===== config.mk =====
export PLATFORM = sky130hd
export DESIGN_NAME = key_event_fifo_with_autorepeat
export DESIGN_NICKNAME = d
export VERILOG_FILES = /design/src/rtl/kef_pkg.sv /design/src/rtl/kef_repeat.sv /design/src/rtl/kef_fifo.sv /design/src/rtl/key_event_fifo_with_autorepeat.sv
export SDC_FILE = /design/constraint.sdc
export NUM_CORES = 2
export LEC_CHECK = 0
export BUFFER_PORTS_ARGS = -buffer_cell sky130_fd_sc_hd__buf_2
export CAP_MARGIN = 20
export CORE_MARGIN = 2
export CORE_UTILIZATION = 45
export CTS_CLUSTER_DIAMETER = 50
export DETAILED_ROUTE_END_ITERATION = 16
export PLACE_DENSITY = 0.6
export SYNTH_ARGS = -nofsm -noshare
export SYNTH_HDL_FRONTEND = slang
export SYNTH_HIERARCHICAL = 1
export SYNTH_SLANG_ARGS = --single-unit

===== constraint.sdc =====
create_clock -name clk -period 7.2 [get_ports clk]
set_input_delay 0 -clock clk [delete_from_list [all_inputs] [get_ports clk]]
set_output_delay 0 -clock clk [all_outputs]
set_load 0.005 [all_outputs]

===== src/rtl/kef_pkg.sv =====
`timescale 1ns / 1ps
`default_nettype none

package kef_pkg;

	// Defaults for the top-level parameters.
	localparam int FIFO_DEPTH_DEF = 128;
	localparam int KEY_COUNT_DEF  = 64;

	// Fixed field widths.
	localparam int KEY_W     = 8;
	localparam int KIND_W    = 3;
	localparam int CNT_W     = 16;
	localparam int CFG_IDX_W = 2;

	// Register reset values.
	localparam logic [CNT_W-1:0] REPEAT_PERIOD_RST = 16'd75;
	localparam logic [CNT_W-1:0] FIRST_DELAY_RST   = 16'd225;

	// Event codes.
	typedef enum logic [KIND_W-1:0] {
		KIND_DOWN  = 3'd0,
		KIND_UP    = 3'd1,
		KIND_TICK  = 3'd2,
		KIND_POLL  = 3'd3,
		KIND_POP   = 3'd4,
		KIND_CLEAR = 3'd5
	} kind_t;

	// Configuration register indexes.
	typedef enum logic [CFG_IDX_W-1:0] {
		REG_REPEAT_PERIOD = 2'd0,
		REG_FIRST_DELAY   = 2'd1
	} cfg_reg_t;

	// Input item.
	typedef struct packed {
		logic [KIND_W-1:0] kind;
		logic [KEY_W-1:0]  key_code;
	} kef_in_t;

	// Result item.
	typedef struct packed {
		logic [KEY_W-1:0] popped_key;
		logic             popped_valid;
		logic             push_accepted;
		logic             fifo_not_empty;
		logic             key_is_held;
	} kef_out_t;

	// Commands from the repeat logic to the key FIFO.
	typedef struct packed {
		logic             push;
		logic [KEY_W-1:0] push_key;
		logic             pop;
		logic             clear;
	} kef_fifo_cmd_t;

	// Per-step outcome reported by the key FIFO.
	typedef struct packed {
		logic push_ok;
		logic pop_valid;
		logic bypass;
		logic not_empty;
	} kef_fifo_res_t;

endpackage

`default_nettype wire


===== src/rtl/kef_repeat.sv =====
`timescale 1ns / 1ps
`default_nettype none

module kef_repeat #(
	parameter int KEY_COUNT = kef_pkg::KEY_COUNT_DEF
) (
	input  wire logic                       clk,
	input  wire logic                       arst_n,
	input  wire logic                       step,
	input  wire logic [kef_pkg::KIND_W-1:0] kind,
	input  wire logic [kef_pkg::KEY_W-1:0]  key_code,
	input  wire logic [kef_pkg::CNT_W-1:0]  repeat_period,
	input  wire logic [kef_pkg::CNT_W-1:0]  first_repeat_delay,
	output kef_pkg::kef_fifo_cmd_t          cmd,
	output logic                            key_is_held
);

	import kef_pkg::*;

	localparam int IDX_W = (KEY_COUNT > 1) ? $clog2(KEY_COUNT) : 1;

	logic [KEY_COUNT-1:0] held_q, held_d;
	logic                 tracking_q, tracking_d;
	logic [KEY_W-1:0]     tracked_key_q, tracked_key_d;
	logic [CNT_W-1:0]     countdown_q, countdown_d;
	logic                 key_in_range;
	logic                 tracked_in_range;
	logic                 repeat_due;

	assign key_in_range     = {1'b0, key_code} < (KEY_W + 1)'(KEY_COUNT);
	assign tracked_in_range = {1'b0, tracked_key_q} < (KEY_W + 1)'(KEY_COUNT);
	assign repeat_due       = tracking_q && (countdown_q == '0);

	// Next-state decode for one event.
	always_comb begin
		held_d        = held_q;
		tracking_d    = tracking_q;
		tracked_key_d = tracked_key_q;
		countdown_d   = countdown_q;
		cmd           = '0;
		case (kind)
			KIND_DOWN: begin
				if (!tracking_q) begin
					tracking_d    = 1'b1;
					tracked_key_d = key_code;
					countdown_d   = first_repeat_delay;
				end
				if (key_in_range) begin
					held_d[key_code[IDX_W-1:0]] = 1'b1;
				end
				cmd.push     = 1'b1;
				cmd.push_key = key_code;
			end
			KIND_UP: begin
				tracking_d = 1'b0;
				if (key_in_range) begin
					held_d[key_code[IDX_W-1:0]] = 1'b0;
				end
			end
			KIND_TICK: begin
				if (countdown_q != '0) begin
					countdown_d = countdown_q - 1'b1;
				end
			end
			KIND_POLL, KIND_POP: begin
				// An expired countdown pushes the tracked key again.
				if (repeat_due) begin
					if (tracked_in_range) begin
						held_d[tracked_key_q[IDX_W-1:0]] = 1'b1;
					end
					cmd.push     = 1'b1;
					cmd.push_key = tracked_key_q;
					countdown_d  = repeat_period;
				end
				cmd.pop = (kind == KIND_POP);
			end
			KIND_CLEAR: begin
				held_d     = '0;
				tracking_d = 1'b0;
				cmd.clear  = 1'b1;
			end
			default: begin
			end
		endcase
	end

	// The held bit is reported after this event's update.
	assign key_is_held = key_in_range && held_d[key_code[IDX_W-1:0]];

	// State registers.
	always_ff @(posedge clk or negedge arst_n) begin
		if (!arst_n) begin
			held_q        <= '0;
			tracking_q    <= 1'b0;
			tracked_key_q <= '0;
			countdown_q   <= '0;
		end else if (step) begin
			held_q        <= held_d;
			tracking_q    <= tracking_d;
			tracked_key_q <= tracked_key_d;
			countdown_q   <= countdown_d;
		end
	end

endmodule

`default_nettype wire


===== src/rtl/kef_fifo.sv =====
`timescale 1ns / 1ps
`default_nettype none

module kef_fifo #(
	parameter int FIFO_DEPTH = kef_pkg::FIFO_DEPTH_DEF
) (
	input  wire logic                      clk,
	input  wire logic                      arst_n,
	input  wire logic                      step,
	input  wire kef_pkg::kef_fifo_cmd_t    cmd,
	output kef_pkg::kef_fifo_res_t         res,
	output logic [kef_pkg::KEY_W-1:0]      rd_data
);

	import kef_pkg::*;

	localparam int               PTR_W    = $clog2(FIFO_DEPTH);
	localparam logic [PTR_W-1:0] LAST_IDX = PTR_W'(FIFO_DEPTH - 1);

	logic [KEY_W-1:0] mem [FIFO_DEPTH];
	logic [PTR_W-1:0] head_q, tail_q;
	logic [PTR_W-1:0] tail_inc, head_inc;
	logic [PTR_W-1:0] tail_after, head_after;

	// Ring pointer arithmetic; one slot stays free to tell full from empty.
	assign tail_inc    = (tail_q == LAST_IDX) ? '0 : tail_q + 1'b1;
	assign head_inc    = (head_q == LAST_IDX) ? '0 : head_q + 1'b1;
	assign res.push_ok = cmd.push && (tail_inc != head_q);
	assign tail_after  = res.push_ok ? tail_inc : tail_q;
	assign res.pop_valid = cmd.pop && (head_q != tail_after);
	assign head_after  = res.pop_valid ? head_inc : head_q;
	// A pop that follows a push into an empty FIFO takes the pushed key.
	assign res.bypass    = res.push_ok && (tail_q == head_q);
	assign res.not_empty = !cmd.clear && (head_after != tail_after);

	// Pointers.
	always_ff @(posedge clk or negedge arst_n) begin
		if (!arst_n) begin
			head_q <= '0;
			tail_q <= '0;
		end else if (step) begin
			if (cmd.clear) begin
				head_q <= '0;
				tail_q <= '0;
			end else begin
				head_q <= head_after;
				tail_q <= tail_after;
			end
		end
	end

	// Key storage: one write and one registered read per step.
	always_ff @(posedge clk) begin
		if (step) begin
			if (res.push_ok) begin
				mem[tail_q] <= cmd.push_key;
			end
			rd_data <= mem[head_q];
		end
	end

endmodule

`default_nettype wire


===== src/rtl/key_event_fifo_with_autorepeat.sv =====
`timescale 1ns / 1ps
`default_nettype none

// Keyboard buffer with typematic repeat.
// Events (key down, key up, tick, poll, pop, clear) arrive on the input
// channel as one transfer each, qualified by in_valid and in_stall. Every
// event yields exactly one result transfer on the output channel carrying
// the popped key, the drop flag, the FIFO status and the held bit of the
// event's key code.
// An event is held in the input register, decoded there and moved into the
// output register once that register is empty or being taken. One event per
// cycle is sustained while out_stall stays low; the key store is a
// single-write, single-read memory with a registered read port.
// The two configuration registers are written over the cfg channel, which
// is always ready; writes belong to idle periods between events.
// Reset clears the pointers, the held-key bitmap, tracking and the
// countdown, and loads the registers with their defaults. The key store
// itself is not cleared. When out_stall holds the output register, the
// input register keeps its event and in_stall rises until the result moves.
module key_event_fifo_with_autorepeat #(
	parameter int FIFO_DEPTH = kef_pkg::FIFO_DEPTH_DEF,
	parameter int KEY_COUNT  = kef_pkg::KEY_COUNT_DEF
) (
	input  wire logic                          clk,
	input  wire logic                          arst_n,
	input  wire logic                          in_valid,
	output logic                               in_stall,
	input  wire kef_pkg::kef_in_t              in_data,
	output logic                               out_valid,
	input  wire logic                          out_stall,
	output kef_pkg::kef_out_t                  out_data,
	input  wire logic                          cfg_valid,
	output logic                               cfg_ready,
	input  wire logic [kef_pkg::CFG_IDX_W-1:0] cfg_index,
	input  wire logic [kef_pkg::CNT_W-1:0]     cfg_data
);

	import kef_pkg::*;

	logic             s1_valid_q;
	kef_in_t          s1_data;
	logic             advance;
	logic             step;
	logic [CNT_W-1:0] repeat_period_q;
	logic [CNT_W-1:0] first_delay_q;
	kef_fifo_cmd_t    fifo_cmd;
	kef_fifo_res_t    fifo_res;
	logic [KEY_W-1:0] rd_data;
	logic             held_now;
	logic             out_valid_q;
	logic             pvalid_s2;
	logic             bypass_s2;
	logic [KEY_W-1:0] bypass_key_s2;
	logic             accepted_s2;
	logic             not_empty_s2;
	logic             held_s2;

	// The output register frees up when it is empty or being taken.
	assign advance  = !out_valid_q || !out_stall;
	assign step     = s1_valid_q && advance;
	assign in_stall = s1_valid_q && !advance;

	// Input register.
	always_ff @(posedge clk or negedge arst_n) begin
		if (!arst_n) begin
			s1_valid_q <= 1'b0;
		end else if (!in_stall) begin
			s1_valid_q <= in_valid;
		end
	end

	always_ff @(posedge clk) begin
		if (!in_stall) begin
			s1_data <= in_data;
		end
	end

	// Configuration registers.
	assign cfg_ready = 1'b1;

	always_ff @(posedge clk or negedge arst_n) begin
		if (!arst_n) begin
			repeat_period_q <= REPEAT_PERIOD_RST;
			first_delay_q   <= FIRST_DELAY_RST;
		end else if (cfg_valid && cfg_ready) begin
			case (cfg_index)
				REG_REPEAT_PERIOD: repeat_period_q <= cfg_data;
				REG_FIRST_DELAY:   first_delay_q   <= cfg_data;
				default: begin
				end
			endcase
		end
	end

	kef_repeat #(
		.KEY_COUNT(KEY_COUNT)
	) u_repeat (
		.clk               (clk),
		.arst_n            (arst_n),
		.step              (step),
		.kind              (s1_data.kind),
		.key_code          (s1_data.key_code),
		.repeat_period     (repeat_period_q),
		.first_repeat_delay(first_delay_q),
		.cmd               (fifo_cmd),
		.key_is_held       (held_now)
	);

	kef_fifo #(
		.FIFO_DEPTH(FIFO_DEPTH)
	) u_fifo (
		.clk    (clk),
		.arst_n (arst_n),
		.step   (step),
		.cmd    (fifo_cmd),
		.res    (fifo_res),
		.rd_data(rd_data)
	);

	// Output register.
	always_ff @(posedge clk or negedge arst_n) begin
		if (!arst_n) begin
			out_valid_q <= 1'b0;
		end else if (advance) begin
			out_valid_q <= s1_valid_q;
		end
	end

	always_ff @(posedge clk) begin
		if (step) begin
			pvalid_s2     <= fifo_res.pop_valid;
			bypass_s2     <= fifo_res.bypass;
			bypass_key_s2 <= fifo_cmd.push_key;
			accepted_s2   <= !fifo_cmd.push || fifo_res.push_ok;
			not_empty_s2  <= fifo_res.not_empty;
			held_s2       <= held_now;
		end
	end

	assign out_valid               = out_valid_q;
	assign out_data.popped_key     = pvalid_s2 ? (bypass_s2 ? bypass_key_s2 : rd_data) : '0;
	assign out_data.popped_valid   = pvalid_s2;
	assign out_data.push_accepted  = accepted_s2;
	assign out_data.fifo_not_empty = not_empty_s2;
	assign out_data.key_is_held    = held_s2;

	// A dropped push means the FIFO was full, so it cannot be empty afterward.
	assert property (@(posedge clk) disable iff (!arst_n)
		out_valid && !out_data.push_accepted |-> out_data.fifo_not_empty)
		else $error("push dropped while FIFO reported empty");

	// No key is shown when nothing was popped.
	assert property (@(posedge clk) disable iff (!arst_n)
		out_valid && !out_data.popped_valid |-> out_data.popped_key == '0)
		else $error("popped key nonzero without a pop");

	// The input side only stalls while an event waits in the input register.
	assert property (@(posedge clk) disable iff (!arst_n)
		in_stall |-> s1_valid_q && out_valid_q)
		else $error("input stalled with no event pending");

	// An event in the input register reaches the output register when it moves.
	assert property (@(posedge clk) disable iff (!arst_n)
		step |=> out_valid_q)
		else $error("processed event produced no result");

endmodule

`default_nettype wire


==> out/qor.yml <==
routing:
  final_antenna_net_count: 0
  avgViaCountPerCell: 6.43
  vias: 30871
  post_drt_wl_per_cell_microns: 29.5
  drt_first_pass_iters: 6
  remaining_drc_errors: 0
  drtIter0Drc: 4135
  wirelength_mm: 142
global_routing:
  first_global_vias: 30262
  grt_pass1_wl_mm: 208
  antenna_found_initial: 0
  overflow: 0
  grt_max_degree: 145
  grt_usage: 0.241
clocking:
  cts_buffer_depth: 3
  cts_resized: 0
  cts_buffers: 143
  clkLatencyLatePin_ns: 0.76
  ctsHtreeMaxLevel: 4
  cts_tree: "done"
  clock_sinks: 1193
  cts-root-buf: "clkbuf_16"
  path_clk_slew_ns: 0.06
floorplanning:
  core_area_sq_um: 114000
  start_util: 0.453
  fp.dieW_microns: 343
  rows: 124
  die_h_microns: 343
  die-area_sq_um: 118000
  io_pins: 49
setup_path:
  end_kind: "flop"
  crit_path_start_kind: "flop"
  critPathRequiredTime_ns: 7.77
  crit_fanout: 50
  critPathArrivalTime_ns: 5.67
  path_class: "reg2reg"
yosys:
  yosys.cell_types.count: 101
  synth_compound_area_frac: 0.0698
  yosysTopAreaCell: "edfxtp_1"
  syn_avg_cell_area_sq_um: 16.7
  yosys.area_share.simple: 0.0652
  synth-xor-area-share: 0.00322
  synth_edf_count: 1056
  synth-adder-area-share: 0.000969
  ys.flop_type: "edfxtp_1"
  synth.area.mux_share: 0.160
  netlist_instances: 3096
  netlist_area_sq_um: 51700
  synth_area_leaders: "edfxtp_1 (61%), mux4_2 (15%), dfrtp_1 (6.2%)"
  yosys_warnings: 6
  synth_most_common_cell: "edfxtp_1"
  synthDominantCellAreaShare: 0.614
  synth-seq-cells: 1193
  ys_seq_area_frac: 0.680
  synth_top_family_by_area: "multiplexers"
  async_reset_ff_frac: 0.115
  synthesis.nets: 3134
  synth_common_cells: "edfxtp_1 (1056), mux4_2 (336), nor2_1 (244)"
placement:
  hpwlAfterDp_mm: 85.6
  routabilityCongestion: 0.943
  place_area_sq_um: 53500
  dp.cells: 4488
  port_buffers: 47
sta:
  maxSlewHeadroom: 0.237
  timing.final.crit_period_ns: 5.11
  holdWs_ns: 0.0624
  hold_viol_final: 0
  fin_crit_sh: 0.709
  fin_skew_ns: 0.0321
  drv_slew: 0
  tightest_slew_ns: 1.14
  finalSetupViolCount: 0
  max_freq_ghz: 0.196
  rsz0062_at_grt: "false"
status:
  status: "completed"
cells_and_area:
  n_antenna_cell: 0
  fin_nets: 3214
  final_cell_area_sq_um: 58800
  areaGrowthSynthToFinish_pct: 13.8
  final-instance-count-excl-fill: 4803
  drive_gt1_frac: 0.237
flow_run:
  drv_cap: 0
pwr:
  power_density_nw_per_um2: 333
  ir_drop_v: 0.000252
  p_total_uw: 19600
  leakage_uw: 0.0188
min_path:
  hold_path.class: "in2reg"
placed cells by master (no fill, tap or decap), types with 9 or more instances in the layout:
cell           count
edfxtp_1        1056
mux4_2           336
nor2_1           243
nand2_1          154
clkbuf_16        146
a21oi_1          143
dfrtp_1          126
o21ai_0          108
buf_4             64
dlygate4sd3_1     52
nand3_1           48
buf_2             46
nor3_1            46
mux2_2            45
a31oi_1           40
clkinv_1          28
o311ai_0          28
nor2b_1           26
o211ai_1          26
clkinv_2          21
nor4_1            21
nand2b_1          20
inv_1             20
mux2i_1           19
nand4_1           19
clkbuf_1          18
a221oi_1          18
a211oi_1          16
and2_1            15
a311oi_1          13
xnor2_1           12
and3_1            11
inv_6              9
o22ai_1            9
a41oi_1            9
o31ai_1            9
a22oi_1            9
worst paths after layout:
check,start,endpoint,slack (ns),cells after the start
setup / recovery,s1_data[9]$_DFFE_PN_,not_empty_s2$_DFFE_PP_,2.09,19
hold / removal,cfg_data[8],first_delay_q[8]$_DFFE_PN0P_,0.06,3
setup reg to reg,s1_data[9]$_DFFE_PN_,not_empty_s2$_DFFE_PP_,2.09,19
hold reg to reg,u_repeat/held_q[57]$_DFFE_PN0P_,u_repeat/held_q[57]$_DFFE_PN0P_,0.50,2
max in group asynchronous,arst_n,u_repeat/tracked_key_q[5]$_DFFE_PN0P_,5.94,4
min in group asynchronous,arst_n,u_repeat/held_q[46]$_DFFE_PN0P_,0.44,4
report_power, final:
part,total (uW),internal (uW),switching (uW)
logic,4350,2010,2340
registers,8160,7760,397
clock network,7050,4100,2950
registers in the layout, summed over array words and instances, names as in the netlist, 7 cells and up:
| register | cells |
|---|---|
| repeat_period_q | 16 |
| u_fifo/tail_q | 7 |
| s1_data | 11 |
| first_delay_q | 16 |
| bypass_key_s2 | 8 |
| u_fifo/head_q | 7 |
| u_repeat/countdown_q | 16 |
| u_fifo/rd_data | 8 |
| u_fifo/mem | 1024 |
| u_repeat/held_q | 64 |
| u_repeat/tracked_key_q | 8 |
metal layers:
layer,up-vias,global-route usage,part of all wire
li1,12794,-,-
met1,16256,0.350,0.42
met2,1516,0.374,0.47
met3,305,0.0411,0.079
met4,0,0.0789,0.029
met5,-,0,0
critical path: stages, from the launching register on:
cell and delay, ns:
edfxtp_1 0.35, buf_4 0.31, inv_1 0.11, buf_4 0.36
nand2_1 0.16, inv_1 0.32, o211ai_1 0.16, o21ai_1 0.21
buf_4 0.24, nand4_1 0.15, a21oi_1 0.19, a31o_2 0.13
a31oi_1 0.04, a211oi_1 0.25, o31ai_1 0.16, a2111oi_4 0.53
a31oi_2 0.41, mux2_2 0.38, o2111a_1 0.24, a31oi_1 0.15
kinds of logic after synthesis:
family | count (synthesis)
simple gates | 681
other cells | 1
xor+xnor | 19
buf+inv | 259
mux | 400
flops | 1193
fa+ha+maj | 4
compound gates | 539
cell type report:
| class | instances | area (sq um) |
|---|---|---|
| multi-input combinational | 1644 | 15600 |
| timing repair buffer | 169 | 1370 |
| clock buffer | 168 | 3770 |
| sequential | 1193 | 35200 |
| fill | 9156 | 55300 |
| clock inverter | 92 | 925 |
| tap | 1512 | 1890 |
| inverter | 25 | 98.8 |
timing repair:
action | 4_1_cts | 5_1_grt
endpoints found under the hold margin | 143 | 0
buffers inserted | 0 | 0
hold buffers | 53 | 0
metrics by stage:
stage          setup WS [ns]   util  setup TNS [ns]
4_1_cts                 2.16  0.515               0
3_3_place_gp            2.30  0.469               0
6_report                2.09  0.515               0
3_5_place_dp            2.24  0.469               0
5_1_grt                 1.68  0.515               0
2_1_floorplan         -0.349      -          -90.00
(Power assumes the default switching activity.)
